$ cat config.mk
export PLATFORM = sky130hd
export DESIGN_NAME = x86_64_instruction_length_decoder
export DESIGN_NICKNAME = d
export VERILOG_FILES = /design/src/hdl/xld_pkg.sv /design/src/hdl/xld_front.sv /design/src/hdl/xld_queue.sv /design/src/hdl/xld_back.sv /design/src/hdl/x86_64_instruction_length_decoder.sv
export SDC_FILE = /design/constraint.sdc
export NUM_CORES = 1
export LEC_CHECK = 0
export ABC_AREA = 0
export BUFFER_PORTS_ARGS = -buffer_cell sky130_fd_sc_hd__buf_2
export CORE_MARGIN = 2
export CORE_UTILIZATION = 55
export DETAILED_ROUTE_END_ITERATION = 6
export GPL_TIMING_DRIVEN = 1
export PLACE_DENSITY_LB_ADDON = 0.2
export SETUP_SLACK_MARGIN = 0.2
export SYNTH_ARGS = -nofsm -noshare
export SYNTH_HDL_FRONTEND = slang
export SYNTH_SLANG_ARGS = --single-unit
$ cat constraint.sdc
create_clock -name clk_i -period 3.9 [get_ports clk_i]
set_input_delay 0.39 -clock clk_i [delete_from_list [all_inputs] [get_ports clk_i]]
set_output_delay 0.39 -clock clk_i [all_outputs]
set_load 0.03 [all_outputs]
$ cat src/hdl/xld_pkg.sv
package xld_pkg;

  // Longest legal instruction; a longer one is cut off on this byte
  localparam int unsigned MAX_INSTR_BYTES = 15;
  localparam int unsigned LEN_W           = 4;
  localparam int unsigned SPAN_W          = 6;
  localparam int unsigned MIN_W           = 5;

  // Default depth of the queue between the decoder and the span stage
  localparam int unsigned QUEUE_DEPTH_DEFAULT = 2;

  // Register indexes; register i sits at byte address 4*i
  localparam logic REG_MIN_SPAN = 1'b0;
  localparam logic REG_MAX_SPAN = 1'b1;

  // Reset values of the configuration registers
  localparam logic [MIN_W-1:0]  MIN_SPAN_RESET = 5'd14;
  localparam logic [SPAN_W-1:0] MAX_SPAN_RESET = 6'd30;

  typedef struct packed {
    logic [7:0] code_byte;
    logic       new_span;
  } in_item_t;

  typedef struct packed {
    logic [LEN_W-1:0]  instr_length;
    logic [SPAN_W-1:0] span_length;
    logic              span_done;
    logic              span_error;
    logic              too_long;
  } out_item_t;

  // One decoded instruction on its way to the span stage
  typedef struct packed {
    logic [LEN_W-1:0] len;
    logic             too_long;
    logic             span_clear;
  } entry_t;

  // Span limits from the register file
  typedef struct packed {
    logic [MIN_W-1:0]  min_span;
    logic [SPAN_W-1:0] max_span;
  } span_cfg_t;

endpackage

$ cat src/hdl/xld_front.sv
module xld_front
  import xld_pkg::*;
(
  input  logic     clk_i,
  input  logic     rst_ni,
  input  logic     accept_i,
  input  in_item_t item_i,
  output logic     push_o,
  output entry_t   entry_o
);

  typedef enum logic [2:0] {
    PH_PREFIX,
    PH_ESC,
    PH_ESC3,
    PH_MODRM,
    PH_SIB,
    PH_TAIL
  } phase_e;

  phase_e           phase_q, phase_d;
  logic             opsize_q, opsize_d;
  logic             rexw_q, rexw_d;
  logic [7:0]       opc_q, opc_d;
  logic [3:0]       imm_q, imm_d;
  logic [3:0]       rem_q, rem_d;
  logic [LEN_W-1:0] cnt_q, cnt_d;
  logic             clr_q, clr_d;

  logic             done;
  logic             cut;
  logic             tail_go;
  logic [3:0]       tail_n;
  logic [3:0]       word;
  logic [3:0]       disp;
  logic [1:0]       mod_f;
  logic [2:0]       reg_f;
  logic [2:0]       rm_f;
  logic [7:0]       b;
  logic             clr_any;

  // Byte decode: one step of the instruction parser per accepted byte
  always_comb begin
    phase_d  = phase_q;
    opsize_d = opsize_q;
    rexw_d   = rexw_q;
    opc_d    = opc_q;
    imm_d    = imm_q;
    rem_d    = rem_q;
    cnt_d    = cnt_q;
    done     = 1'b0;
    tail_go  = 1'b0;
    tail_n   = '0;
    disp     = '0;
    b        = item_i.code_byte;
    mod_f    = b[7:6];
    reg_f    = b[5:3];
    rm_f     = b[2:0];

    // new span drops any partial instruction
    if (item_i.new_span) begin
      phase_d  = PH_PREFIX;
      opsize_d = 1'b0;
      rexw_d   = 1'b0;
      opc_d    = '0;
      imm_d    = '0;
      rem_d    = '0;
      cnt_d    = '0;
    end
    cnt_d = cnt_d + 1'b1;
    word  = opsize_d ? 4'd2 : 4'd4;

    unique case (phase_d)
      PH_ESC: begin
        priority if (b == 8'h38) begin
          imm_d   = 4'd0;
          phase_d = PH_ESC3;
        end else if (b == 8'h3A) begin
          imm_d   = 4'd1;
          phase_d = PH_ESC3;
        end else if (b >= 8'h80 && b <= 8'h8F) begin
          tail_go = 1'b1;
          tail_n  = 4'd4;
        end else if (b == 8'h05) begin
          done = 1'b1;
        end else begin
          opc_d   = 8'h0F;
          imm_d   = 4'd0;
          phase_d = PH_MODRM;
        end
      end
      PH_ESC3: begin
        opc_d   = 8'h0F;
        phase_d = PH_MODRM;
      end
      PH_MODRM: begin
        // F6 / F7 carry an immediate only for the TEST forms
        if (opc_d == 8'hF6) imm_d = (reg_f <= 3'd1) ? 4'd1 : 4'd0;
        if (opc_d == 8'hF7) imm_d = (reg_f <= 3'd1) ? word : 4'd0;
        priority if (mod_f == 2'd0 && rm_f == 3'd5) disp = 4'd4;
        else if (mod_f == 2'd1) disp = 4'd1;
        else if (mod_f == 2'd2) disp = 4'd4;
        else disp = 4'd0;
        if (mod_f != 2'd3 && rm_f == 3'd4) begin
          rem_d   = disp;
          phase_d = PH_SIB;
        end else begin
          tail_go = 1'b1;
          tail_n  = disp + imm_d;
        end
      end
      PH_SIB: begin
        // no base under mod 0 means a 32-bit displacement follows
        disp = rem_d;
        if (disp == 4'd0 && b[2:0] == 3'd5) disp = 4'd4;
        tail_go = 1'b1;
        tail_n  = disp + imm_d;
      end
      PH_TAIL: begin
        rem_d = rem_d - 1'b1;
        done  = (rem_d == 4'd0);
      end
      default: begin
        phase_d = PH_PREFIX;
        priority if (b == 8'h66) begin
          opsize_d = 1'b1;
        end else if (b == 8'h67 || b == 8'hF0 || b == 8'hF2 || b == 8'hF3 ||
                     b == 8'h2E || b == 8'h3E || b == 8'h26 || b == 8'h36 ||
                     b == 8'h64 || b == 8'h65) begin
          // skipped legacy prefix
        end else if (b >= 8'h40 && b <= 8'h4F) begin
          rexw_d = b[3];
        end else if (b == 8'h0F) begin
          opc_d   = b;
          phase_d = PH_ESC;
        end else if (b == 8'h90 || b == 8'hCC || b == 8'hC3) begin
          done = 1'b1;
        end else if (b == 8'hC2) begin
          tail_go = 1'b1;
          tail_n  = 4'd2;
        end else if (b >= 8'h50 && b <= 8'h5F) begin
          done = 1'b1;
        end else if (b >= 8'hB8 && b <= 8'hBF) begin
          tail_go = 1'b1;
          tail_n  = rexw_d ? 4'd8 : 4'd4;
        end else if ((b >= 8'hB0 && b <= 8'hB7) || b == 8'hEB ||
                     (b >= 8'h70 && b <= 8'h7F)) begin
          tail_go = 1'b1;
          tail_n  = 4'd1;
        end else if (b == 8'hE9 || b == 8'hE8) begin
          tail_go = 1'b1;
          tail_n  = 4'd4;
        end else if ((b >= 8'h91 && b <= 8'h97) || (b >= 8'hFA && b <= 8'hFD) ||
                     b == 8'hC9 || b == 8'h98 || b == 8'h99) begin
          done = 1'b1;
        end else if ((b & 8'hC4) == 8'h00) begin
          opc_d   = b;
          imm_d   = 4'd0;
          phase_d = PH_MODRM;
        end else if ((b & 8'h06) == 8'h04 && b < 8'h40) begin
          // ALU op with accumulator and immediate
          tail_go = 1'b1;
          tail_n  = b[0] ? word : 4'd1;
        end else if (b == 8'h80 || b == 8'h83) begin
          opc_d   = b;
          imm_d   = 4'd1;
          phase_d = PH_MODRM;
        end else if (b == 8'h81) begin
          opc_d   = b;
          imm_d   = word;
          phase_d = PH_MODRM;
        end else if (b >= 8'h84 && b <= 8'h8E) begin
          opc_d   = b;
          imm_d   = 4'd0;
          phase_d = PH_MODRM;
        end else if (b == 8'hA8) begin
          tail_go = 1'b1;
          tail_n  = 4'd1;
        end else if (b == 8'hA9) begin
          tail_go = 1'b1;
          tail_n  = word;
        end else if (b == 8'hC6 || b == 8'hC0 || b == 8'hC1) begin
          opc_d   = b;
          imm_d   = 4'd1;
          phase_d = PH_MODRM;
        end else if (b == 8'hC7) begin
          opc_d   = b;
          imm_d   = word;
          phase_d = PH_MODRM;
        end else if (b >= 8'hD0 && b <= 8'hD3) begin
          opc_d   = b;
          imm_d   = 4'd0;
          phase_d = PH_MODRM;
        end else if (b == 8'h6A) begin
          tail_go = 1'b1;
          tail_n  = 4'd1;
        end else if (b == 8'h68) begin
          tail_go = 1'b1;
          tail_n  = 4'd4;
        end else if (b == 8'h6B) begin
          opc_d   = b;
          imm_d   = 4'd1;
          phase_d = PH_MODRM;
        end else if (b == 8'h69) begin
          opc_d   = b;
          imm_d   = word;
          phase_d = PH_MODRM;
        end else if (b == 8'hFE || b == 8'hFF || b == 8'hF6 || b == 8'hF7) begin
          opc_d   = b;
          imm_d   = 4'd0;
          phase_d = PH_MODRM;
        end else if (b >= 8'hA4 && b <= 8'hAF) begin
          done = 1'b1;
        end else if (b >= 8'hE0 && b <= 8'hE7) begin
          tail_go = 1'b1;
          tail_n  = 4'd1;
        end else begin
          // unlisted opcode: one byte
          done = 1'b1;
        end
      end
    endcase

    // displacement and immediate bytes still to come
    if (tail_go) begin
      if (tail_n == 4'd0) begin
        done = 1'b1;
      end else begin
        rem_d   = tail_n;
        phase_d = PH_TAIL;
      end
    end
  end

  assign cut     = !done && (cnt_d >= LEN_W'(MAX_INSTR_BYTES));
  assign push_o  = accept_i && (done || cut);
  assign clr_any = clr_q || item_i.new_span;
  assign clr_d   = push_o ? 1'b0 : (accept_i ? clr_any : clr_q);

  assign entry_o.len        = cnt_d;
  assign entry_o.too_long   = cut;
  assign entry_o.span_clear = clr_any;

  // Parser state
  always_ff @(posedge clk_i or negedge rst_ni) begin
    if (!rst_ni) begin
      phase_q  <= PH_PREFIX;
      opsize_q <= 1'b0;
      rexw_q   <= 1'b0;
      opc_q    <= '0;
      imm_q    <= '0;
      rem_q    <= '0;
      cnt_q    <= '0;
      clr_q    <= 1'b0;
    end else begin
      clr_q <= clr_d;
      if (push_o) begin
        phase_q  <= PH_PREFIX;
        opsize_q <= 1'b0;
        rexw_q   <= 1'b0;
        opc_q    <= '0;
        imm_q    <= '0;
        rem_q    <= '0;
        cnt_q    <= '0;
      end else if (accept_i) begin
        phase_q  <= phase_d;
        opsize_q <= opsize_d;
        rexw_q   <= rexw_d;
        opc_q    <= opc_d;
        imm_q    <= imm_d;
        rem_q    <= rem_d;
        cnt_q    <= cnt_d;
      end
    end
  end

  a_len_nonzero : assert property (@(posedge clk_i) disable iff (!rst_ni)
    push_o |-> entry_o.len != '0)
    else $error("instruction of zero length emitted");

  a_cut_at_max : assert property (@(posedge clk_i) disable iff (!rst_ni)
    (push_o && entry_o.too_long) |-> entry_o.len == LEN_W'(MAX_INSTR_BYTES))
    else $error("overlong instruction not cut at the byte limit");

endmodule

$ cat src/hdl/xld_queue.sv
module xld_queue
  import xld_pkg::*;
#(
  parameter int unsigned DEPTH = QUEUE_DEPTH_DEFAULT
) (
  input  logic   clk_i,
  input  logic   rst_ni,
  input  logic   push_i,
  input  entry_t data_i,
  output logic   full_o,
  input  logic   pop_i,
  output logic   valid_o,
  output entry_t data_o
);

  localparam int unsigned PTR_W = (DEPTH > 1) ? $clog2(DEPTH) : 1;
  localparam int unsigned CNT_W = $clog2(DEPTH + 1);

  entry_t           mem_q [DEPTH];
  logic [PTR_W-1:0] wr_q, rd_q;
  logic [CNT_W-1:0] cnt_q;

  assign full_o  = (cnt_q == CNT_W'(DEPTH));
  assign valid_o = (cnt_q != '0);
  assign data_o  = mem_q[rd_q];

  // Storage
  always_ff @(posedge clk_i) begin
    if (push_i) mem_q[wr_q] <= data_i;
  end

  // Pointers and fill level
  always_ff @(posedge clk_i or negedge rst_ni) begin
    if (!rst_ni) begin
      wr_q  <= '0;
      rd_q  <= '0;
      cnt_q <= '0;
    end else begin
      if (push_i) begin
        wr_q <= (wr_q == PTR_W'(DEPTH - 1)) ? '0 : wr_q + 1'b1;
      end
      if (pop_i) begin
        rd_q <= (rd_q == PTR_W'(DEPTH - 1)) ? '0 : rd_q + 1'b1;
      end
      if (push_i && !pop_i) cnt_q <= cnt_q + 1'b1;
      else if (pop_i && !push_i) cnt_q <= cnt_q - 1'b1;
    end
  end

  a_no_overflow : assert property (@(posedge clk_i) disable iff (!rst_ni)
    push_i |-> !full_o)
    else $error("push into full queue");

  a_no_underflow : assert property (@(posedge clk_i) disable iff (!rst_ni)
    pop_i |-> valid_o)
    else $error("pop from empty queue");

endmodule

$ cat src/hdl/xld_back.sv
module xld_back
  import xld_pkg::*;
(
  input  logic      clk_i,
  input  logic      rst_ni,
  input  span_cfg_t cfg_i,
  input  logic      q_valid_i,
  input  entry_t    q_data_i,
  output logic      pop_o,
  output logic      out_valid_o,
  input  logic      out_ready_i,
  output out_item_t out_data_o
);

  logic [SPAN_W-1:0] total_q;
  logic [SPAN_W-1:0] base;
  logic [SPAN_W:0]   sum;
  logic [SPAN_W-1:0] span;
  logic              valid_q;
  out_item_t         data_q;

  assign pop_o = q_valid_i && (!valid_q || out_ready_i);

  // Span accumulate with saturation
  always_comb begin
    base = q_data_i.span_clear ? '0 : total_q;
    sum  = {1'b0, base} + (SPAN_W + 1)'(q_data_i.len);
    span = sum[SPAN_W] ? '1 : sum[SPAN_W-1:0];
  end

  // Span total and output register
  always_ff @(posedge clk_i or negedge rst_ni) begin
    if (!rst_ni) begin
      total_q <= '0;
      valid_q <= 1'b0;
    end else begin
      if (pop_o) begin
        total_q <= span;
        valid_q <= 1'b1;
      end else if (out_ready_i) begin
        valid_q <= 1'b0;
      end
    end
  end

  always_ff @(posedge clk_i) begin
    if (pop_o) begin
      data_q.instr_length <= q_data_i.len;
      data_q.span_length  <= span;
      data_q.span_done    <= (span >= SPAN_W'(cfg_i.min_span));
      data_q.span_error   <= (span > cfg_i.max_span);
      data_q.too_long     <= q_data_i.too_long;
    end
  end

  assign out_valid_o = valid_q;
  assign out_data_o  = data_q;

endmodule

$ cat src/hdl/x86_64_instruction_length_decoder.sv
// x86-64 instruction length decoder. Code bytes enter one per transaction on
// the input channel, and the block takes one byte every cycle while the queue
// has room; throughput is set by the single-byte parser step in the front
// decoder. Each instruction yields one result transaction, written by the
// decoder into the queue and then by the span stage into the output register,
// with its length, the running span total saturating at 63, the span_done /
// span_error flags against min_span and max_span, and too_long when the
// instruction was cut off at 15 bytes. A queue of QUEUE_DEPTH entries plus
// the output register absorb output stalls; input is refused only once both
// are full. new_span drops any partial instruction and restarts the span.
// Registers: min_span at address 0, max_span at address 4 (APB, no waits).
module x86_64_instruction_length_decoder
  import xld_pkg::*;
#(
  parameter int unsigned QUEUE_DEPTH = QUEUE_DEPTH_DEFAULT
) (
  input  logic        clk_i,
  input  logic        rst_ni,
  input  logic        in_valid_i,
  output logic        in_ready_o,
  input  in_item_t    in_data_i,
  output logic        out_valid_o,
  input  logic        out_ready_i,
  output out_item_t   out_data_o,
  input  logic        psel,
  input  logic        penable,
  input  logic        pwrite,
  input  logic [2:0]  paddr,
  input  logic [31:0] pwdata,
  output logic [31:0] prdata,
  output logic        pready
);

  span_cfg_t cfg_q;
  logic      accept;
  logic      push;
  entry_t    push_data;
  logic      q_full;
  logic      q_valid;
  entry_t    q_data;
  logic      pop;
  logic      wr_en;

  // Configuration registers
  assign pready = 1'b1;
  assign wr_en  = psel && penable && pwrite;

  always_ff @(posedge clk_i or negedge rst_ni) begin
    if (!rst_ni) begin
      cfg_q.min_span <= MIN_SPAN_RESET;
      cfg_q.max_span <= MAX_SPAN_RESET;
    end else if (wr_en) begin
      unique case (paddr[2])
        REG_MIN_SPAN: cfg_q.min_span <= pwdata[MIN_W-1:0];
        REG_MAX_SPAN: cfg_q.max_span <= pwdata[SPAN_W-1:0];
        default: ;
      endcase
    end
  end

  always_comb begin
    unique case (paddr[2])
      REG_MIN_SPAN: prdata = 32'(cfg_q.min_span);
      REG_MAX_SPAN: prdata = 32'(cfg_q.max_span);
      default:      prdata = '0;
    endcase
  end

  // Front: byte parser
  assign in_ready_o = !q_full;
  assign accept     = in_valid_i && in_ready_o;

  xld_front u_front (
    .clk_i    (clk_i),
    .rst_ni   (rst_ni),
    .accept_i (accept),
    .item_i   (in_data_i),
    .push_o   (push),
    .entry_o  (push_data)
  );

  // Decoupling queue
  xld_queue #(
    .DEPTH (QUEUE_DEPTH)
  ) u_queue (
    .clk_i   (clk_i),
    .rst_ni  (rst_ni),
    .push_i  (push),
    .data_i  (push_data),
    .full_o  (q_full),
    .pop_i   (pop),
    .valid_o (q_valid),
    .data_o  (q_data)
  );

  // Back: span accounting and result register
  xld_back u_back (
    .clk_i       (clk_i),
    .rst_ni      (rst_ni),
    .cfg_i       (cfg_q),
    .q_valid_i   (q_valid),
    .q_data_i    (q_data),
    .pop_o       (pop),
    .out_valid_o (out_valid_o),
    .out_ready_i (out_ready_i),
    .out_data_o  (out_data_o)
  );

  a_out_hold : assert property (@(posedge clk_i) disable iff (!rst_ni)
    (out_valid_o && !out_ready_i) |=> (out_valid_o && $stable(out_data_o)))
    else $error("stalled result changed");

endmodule
# Yosys cells after proc, flatten, opt, wreduce, memory -nomap -nowiden
# Memories as Yosys holds them, arrays and structs flattened.
# Cells that the tools add are included.
word_totals:
  register_bits: 61
  latchBits: 0
  mem_bits_rw: 12
  mem_bits_ro: 0
  inputBits: 51
  output_inout_bits: 48
  wordCells: 444
  mem_count: 1
op_classes:
  n_addsub: 9
  mul: 0
  div_mod_pow: 0
  magnitude_cmp: 29
  eq_ne: 56
  n_shift: 0
  muxes: 255
  n_bitwise: 1
  n_reduce_logical: 73
mem_list:
  columns: ["name", "depth", "width", "read_ports", "rd_ports_with_merged_regs", "write_ports", "line", "text"]
  rows:
  - ["u_queue.mem_q", 2, 6, 1, 0, 1, "xld_queue.sv:19", "entry_t mem_q [DEPTH];"]
ops:
  columns: ["operator", "count"]
  rows:
  - ["two-way mux 4 bit", 83]
  - ["two-way mux 8 bit", 33]
  - ["equality test 8 bit, second input constant", 28]
  - ["two-way mux 3 bit", 38]
  - ["two-way mux 1 bit", 88]
  - [">= comparator 8 bit, second input constant", 9]
  - ["less-or-equal comparator 8 bit, second input constant", 9]
  - ["equality test 8 x 7 -> 1 bit, second input constant", 8]
  - ["case mux 32 bit (2 select lines)", 1]
  - ["equality test 8 x 6 -> 1 bit, second input constant", 6]
  - ["logical OR 1 bit", 27]
  - [">= comparator 8 x 7 -> 1 bit, second input constant", 3]
  - ["less-or-equal comparator 8 x 7 -> 1 bit, second input constant", 3]
  - ["logical AND 1 bit", 24]
  - ["case mux 8 bit (3 select lines)", 1]
  - ["case mux 4 bit (4 select lines)", 1]
  - ["equality test 3 bit, second input constant", 4]
  - ["logical NOT 4 bit", 3]
  - ["two-way mux 6 bit", 2]
  - ["case mux 3 bit (4 select lines)", 1]
  - ["case mux 4 bit (3 select lines)", 1]
  - ["OR reduction 3 bit", 3]
  - ["adder 4 bit", 2]
  - ["equality test 8 x 3 -> 1 bit, second input constant", 1]
  - ["29 further kinds", 44]

# Longest topological paths before layout
logic_depth:
  depth_word: 42
  ltp_mapped: 20
  mapped_depth_nobuf: 19

# Cells and area by module
# A second synthesis with hierarchy kept.
hier_totals:
  cells_unflattened: 731
  area_unflattened_um2: 6341.1
modules_own_cells:
  columns: ["module", "instances", "cells_each", "area_per_inst_um2", "seq_area_each_um2"]
  rows:
  - ["xld_front", 1, 525, 3769.9, 650.6]
  - ["xld_back", 1, 109, 1208.7, 565.5]
  - ["x86_64_instruction_length_decoder", 1, 62, 738.2, 284.0]
  - ["xld_queue", 1, 35, 624.3, 460.4]

# Worst setup path after synthesis
# OpenSTA, ideal clock, no wires.
synth_path:
  path_type: "input -> register"
  startpoint: "in in_data_i[0] (netlist name)"
  endpoint: "mem u_queue.mem_q[0][0] (netlist name), enable pin"
  setup_ps: 354
  t_arrival_ps: 3951
  required_ps: 3546
  path_slack_ps: -404
  stages: 16
  path_buffers: 3
  cell_sequence: "clkbuf_1 > clkbuf_1 > inv_1 > clkbuf_1 > nand2_1 > ha_1 > nand4_1 > nand2_1 > ha_1 > xnor2_1 > a222oi_1 > o31ai_4 > nor4_4 > a211o_1 > and2_0 > nor2b_1"
synth_via:
  elab_chain_len: 30
  elab_cells_between_ends: 64
  classes_between: "add/sub: 4; order compare: 1; eq/ne: 7; mux: 42; reduce/logical: 10"
synth_lines:
  columns: ["item", "line", "text"]
  rows:
  - ["from (decl)", "x86_64_instruction_length_decoder.sv:21", "input in_item_t in_data_i,"]
  - ["two-way mux 1 bit", "xld_front.sv:61", "if (item_i.new_span) begin"]
  - ["two-way mux 3 bit", "xld_front.sv:71", "word = opsize_d ? 4'd2 : 4'd4;"]
  - ["two-way mux 4 bit", "xld_front.sv:179", "end else if (b == 8'hA9) begin"]
  - ["two-way mux 4 bit", "xld_front.sv:176", "end else if (b == 8'hA8) begin"]
  - ["two-way mux 4 bit", "xld_front.sv:172", "end else if (b >= 8'h84 && b <= 8'h8E) begin"]
  - ["two-way mux 4 bit", "xld_front.sv:168", "end else if (b == 8'h81) begin"]
  - ["two-way mux 4 bit", "xld_front.sv:164", "end else if (b == 8'h80 || b == 8'h83) begin"]
  - ["two-way mux 4 bit", "xld_front.sv:160", "end else if ((b & 8'h06) == 8'h04 && b < 8'h40) begin"]
  - ["(+14 left out)", null, null]
  - ["two-way mux 1 bit", "xld_front.sv:226", "if (tail_n == 4'd0) begin"]
  - ["two-way mux 1 bit", "xld_front.sv:225", "if (tail_go) begin"]
  - ["logical NOT 1 bit", "xld_front.sv:235", "assign cut = !done && (cnt_d >= LEN_W'(MAX_INSTR_BYTES));"]
  - ["logical AND 1 bit", "xld_front.sv:235", null]
  - ["logical OR 1 bit (*)", "xld_front.sv:236", "assign push_o = accept_i && (done || cut);"]
  - ["logical AND 1 bit (*)", "xld_front.sv:236", null]
  - ["two-way mux 1 bit (*)", "xld_queue.sv:29", "if (push_i) mem_q[wr_q] <= data_i;"]
  - ["two-way mux 1 bit (implied by the code) (*)", "xld_queue.sv:29", null]
  - ["to (decl)", "xld_queue.sv:19", null]
# Every way passes the cells marked *; elsewhere a longest branch is shown, timed or not. The select of a mux whose other input is x is not followed.

# Final worst setup path
layout_path:
  startpoint: "reg u_front.opc_q[3]"
  endpoint: "mem u_queue.mem_q[1][1] (netlist name), enable pin"
layout_via:
  elab_chain_len: 17
  elab_cells_between_ends: 18
  classes_between: "add/sub: 1; eq/ne: 2; mux: 10; reduce/logical: 5"
layout_lines:
  columns: ["item", "line", "text"]
  rows:
  - ["from (decl)", "xld_front.sv:24", "logic [7:0] opc_q, opc_d;"]
  - ["from (signal assigned)", "xld_front.sv:269", "opc_q <= opc_d;"]
  - ["two-way mux 8 bit (*)", "xld_front.sv:61", null]
  - ["equality test 8 bit", "xld_front.sv:98", "if (opc_d == 8'hF6) imm_d = (reg_f <= 3'd1) ? 4'd1 : 4'd0;"]
  - ["two-way mux 4 bit", "xld_front.sv:98", null]
  - ["two-way mux 4 bit (*)", "xld_front.sv:99", "if (opc_d == 8'hF7) imm_d = (reg_f <= 3'd1) ? word : 4'd0;"]
  - ["two-way mux 4 bit (*)", "xld_front.sv:73", "unique case (phase_d)"]
  - ["adder 4 bit (*)", "xld_front.sv:109", "tail_n = disp + imm_d;"]
  - ["two-way mux 4 bit (*)", "xld_front.sv:104", "if (mod_f != 2'd3 && rm_f == 3'd4) begin"]
  - ["case mux 4 bit (4 select lines) (*)", "xld_front.sv:73", null]
  - ["logical NOT 4 bit (*)", "xld_front.sv:226", null]
  - ["two-way mux 1 bit (*)", "xld_front.sv:226", null]
  - ["two-way mux 1 bit (*)", "xld_front.sv:225", null]
  - ["logical NOT 1 bit", "xld_front.sv:235", null]
  - ["logical AND 1 bit", "xld_front.sv:235", null]
  - ["logical OR 1 bit (*)", "xld_front.sv:236", null]
  - ["logical AND 1 bit (*)", "xld_front.sv:236", null]
  - ["two-way mux 1 bit (*)", "xld_queue.sv:29", null]
  - ["two-way mux 1 bit (implied by the code) (*)", "xld_queue.sv:29", null]
# Marked as above.

==> flow_metrics.env <==
export IMPL_status="finished clean"
export IMPL_clock_path_buffers=2
export IMPL_cts_tree="yes"
export IMPL_required_ns=3.98
export IMPL_finalSetupViolCount=0
export IMPL_netlist_area_leader_share=0.167
export IMPL_wire_per_inst_um=19.9
export IMPL_cts_root_buf="clkbuf_8"
export IMPL_drt_wl_total_um=18500
export IMPL_coreArea_um2=10800
export IMPL_synth_edf_count=25
export IMPL_pin_count=99
export IMPL_fin_crit_ns=3.60
export IMPL_synth_cell_types=80
export IMPL_grt_usage=0.309
export IMPL_end_kind="flop"
export IMPL_grt_pass1_wl_um=28600
export IMPL_power_density_nw_per_um2=618
export IMPL_netlist_instances=723
export IMPL_syn_area_um2=6130
export IMPL_start_util=0.566
export IMPL_startpoint_type="flop"
export IMPL_layout_drive_gt1_share=0.228
export IMPL_numCtsBuffers=9
export IMPL_setup_ws_ns=0.304
export IMPL_power_leakage_nw=3.00
export IMPL_tns_ns=0
export IMPL_die_area_um2=12000
export IMPL_clock_sinks=73
export IMPL_dieWidth_um=110
export IMPL_syn_to_final_growth_pct=12.4
export IMPL_routed_top_layer="met4"
export IMPL_criticalPathCategory="flop to flop"
export IMPL_clk_pin_slew_ns=0.08
export IMPL_place_gp_congestion=1.06
export IMPL_syn_area_per_cell_um2=8.48
export IMPL_yosysSeqAreaShare=0.320
export IMPL_wl_met2_um=8870
export IMPL_nNetsFinal=864
export IMPL_antenna_found_initial=0
export IMPL_path_max_fanout=16
export IMPL_route_met3_wl_um=1330
export IMPL_slew_viol_final=0
export IMPL_viasPerCell=6.44
export IMPL_ys_ff_latch=73
export IMPL_finalClockSkew_ns=0.0148
export IMPL_maxCapViolCount=0
export IMPL_die_h_um=110
export IMPL_power_mw=4.26
export IMPL_grt_max_degree=49
export IMPL_slew_headroom=0.188
export IMPL_yosys_top_cells_area="dfrtp_1 17%, edfxtp_1 12%, ha_1 5.3%, nand2_1 4.1%, mux2_2 3.7%"
export IMPL_htreeDepth=3
export IMPL_grt_setup_unrepaired="no"
export IMPL_drt_iter0_drc=684
export IMPL_critPathArrivalTime_ns=3.67
export IMPL_met1Wirelength_um=7620
export IMPL_n_antenna_cell=0
export IMPL_fmaxAchievable_mhz=278
export IMPL_final_hold_viol_count=0
export IMPL_dp_cells=903
export IMPL_hold_class="input port to async pin"
export IMPL_synth_top_area_cell="dfrtp_1"
export IMPL_num_rows=38
export IMPL_num_vias=5986
export IMPL_dp_hpwl_um=13800
export IMPL_place_ws_ns=0.193
export IMPL_period_share=0.922
export IMPL_port_buffers=43
export IMPL_postRouteAntennaNets=0
export IMPL_worstMarginPinSlew_ns=1.21
export IMPL_drc=0
export IMPL_peakVddDrop_mv=0.530
export IMPL_grt_pass1_vias=5460
export IMPL_clkLatencyLatePin_ns=0.37
export IMPL_dr_pass1_iters=6
export IMPL_fin_cells=930
export IMPL_final_common_cell="nand2_1"
export IMPL_async_flop_share=0.658
export IMPL_post_route_util=0.636
export IMPL_synth_flop_cell="dfrtp_1"
export IMPL_synth_warnings=0
export IMPL_final_cell_mix="66 x nand2_1, 52 x buf_4, 49 x nor2_1, 43 x buf_2, 40 x dfrtp_1"
export IMPL_grt_overflow=0
-- registers in the layout, indices dropped and copies added, names as in the netlist, 2 cells and up --
name / count
cfg_q: 11
u_back.out_data_o: 13
u_back.total_q: 6
u_front.cnt_q: 4
u_front.imm_q: 4
u_front.opc_q: 8
u_front.phase_q: 3
u_front.rem_q: 4
u_queue.cnt_q: 2
u_queue.mem_q: 12
-- synth_stat cells, types with 4 or more instances --
cell       n
or3_1      6
nand2_1   67
o21ai_0   39
or2_2      5
clkbuf_1  32
mux2i_1    5
a311oi_1   5
o31ai_2    7
edfxtp_1  25
buf_2      4
o22ai_1    9
dfstp_2    7
a21oi_1   40
dfrtp_1   41
nor2_1    51
o31ai_1    6
a21o_1     5
nor2b_1   17
nand2b_1  21
xor2_1    12
a211o_1    5
and3_1     7
nor4_1     7
mux2_2    20
and2_1    10
ha_1      26
nand4b_1   6
nor3_1    26
o221ai_1   5
o211a_1    4
nand3_1   24
a31oi_1   12
a221oi_1   4
a22o_1     4
and4b_1    4
inv_1     37
nand4_1    8
a211oi_1   5
nand3b_1   5
o21a_1     4
buf_4     27
o32ai_1    4
o211ai_1   4
-- stage by stage --
| step | hold WS, ns | instance area [um2] |
|---|---|---|
| after floorplan | 0.0944 | 6270 |
| after global placement | 0.454 | 6560 |
| after detailed placement | 0.476 | 6560 |
| after CTS | 0.139 | 6750 |
| after global routing | 0.169 | 6890 |
| final | 0.116 | 6890 |
-- critical path, stage by stage (launching register included) --
cell and delay, ns:
dfrtp_1 0.39, nand4b_1 0.31, nor2_4 0.22, buf_4 0.16
o31ai_4 0.06, ha_1 0.33, xor2_1 0.15, a222oi_1 0.46
o31ai_4 0.16, nor4_4 0.37, a211o_1 0.19, buf_4 0.24
and3_4 0.27
-- timing repair --
item | in CTS | in global routing
setup endpoints to repair | 2 | 35
setup buffers | 0 | 11
pin swaps | 0 | 8
hold buffers | 0 | 0
gates resized for setup | 1 | 15
-- final cells by class --
class | count | area (um2)
sequential | 73 | 1960
multi-input combinational | 569 | 3830
clock buffer | 9 | 124
tap | 140 | 175
fill | 957 | 3950
inverter | 37 | 139
clock inverter | 7 | 60.1
timing repair buffer | 95 | 606
-- path summary, 6_finish.rpt --
kind | to | cells past startpoint | slack (ns) | start
worst max-delay path | u_queue.mem_q[1][1] | 12 | 0.30 | u_front.opc_q[3]
worst min register to register | u_front.clr_q | 2 | 0.50 | u_front.clr_q
worst min-delay path | cfg_q[10] | 2 | 0.12 | rst_ni
max in group asynchronous | u_queue.rd_q | 2 | 3.33 | rst_ni
min in group clk_i | u_back.out_valid_o | 2 | 0.22 | out_ready_i
worst max register to register | u_queue.mem_q[1][1] | 12 | 0.30 | u_front.opc_q[3]
-- power by group --
| group | internal [mW] | switching, mW |
|---|---|---|
| clock network | 0.241 | 0.321 |
| logic | 0.962 | 1.44 |
| registers | 1.12 | 0.174 |
-- metal layers --
metal  vias up  track usage
li1       2735            -
met4         0        0.134
met1      2838        0.398
met5         -            0
met3        70       0.0468
met2       343        0.515
-- cells by family after synthesis --
| kind of cell | share of synthesized area |
|---|---|
| adder cells (fa/ha/maj) | 0.0596 |
| AND/OR/NAND/NOR | 0.251 |
| other | 0.00122 |
| buffers and inverters | 0.0859 |
| flip-flops | 0.320 |
| AO/OA/AOI/OAI | 0.217 |
| multiplexers | 0.0449 |
| XOR/XNOR | 0.0214 |
Power figures use the tool's default switching activity.
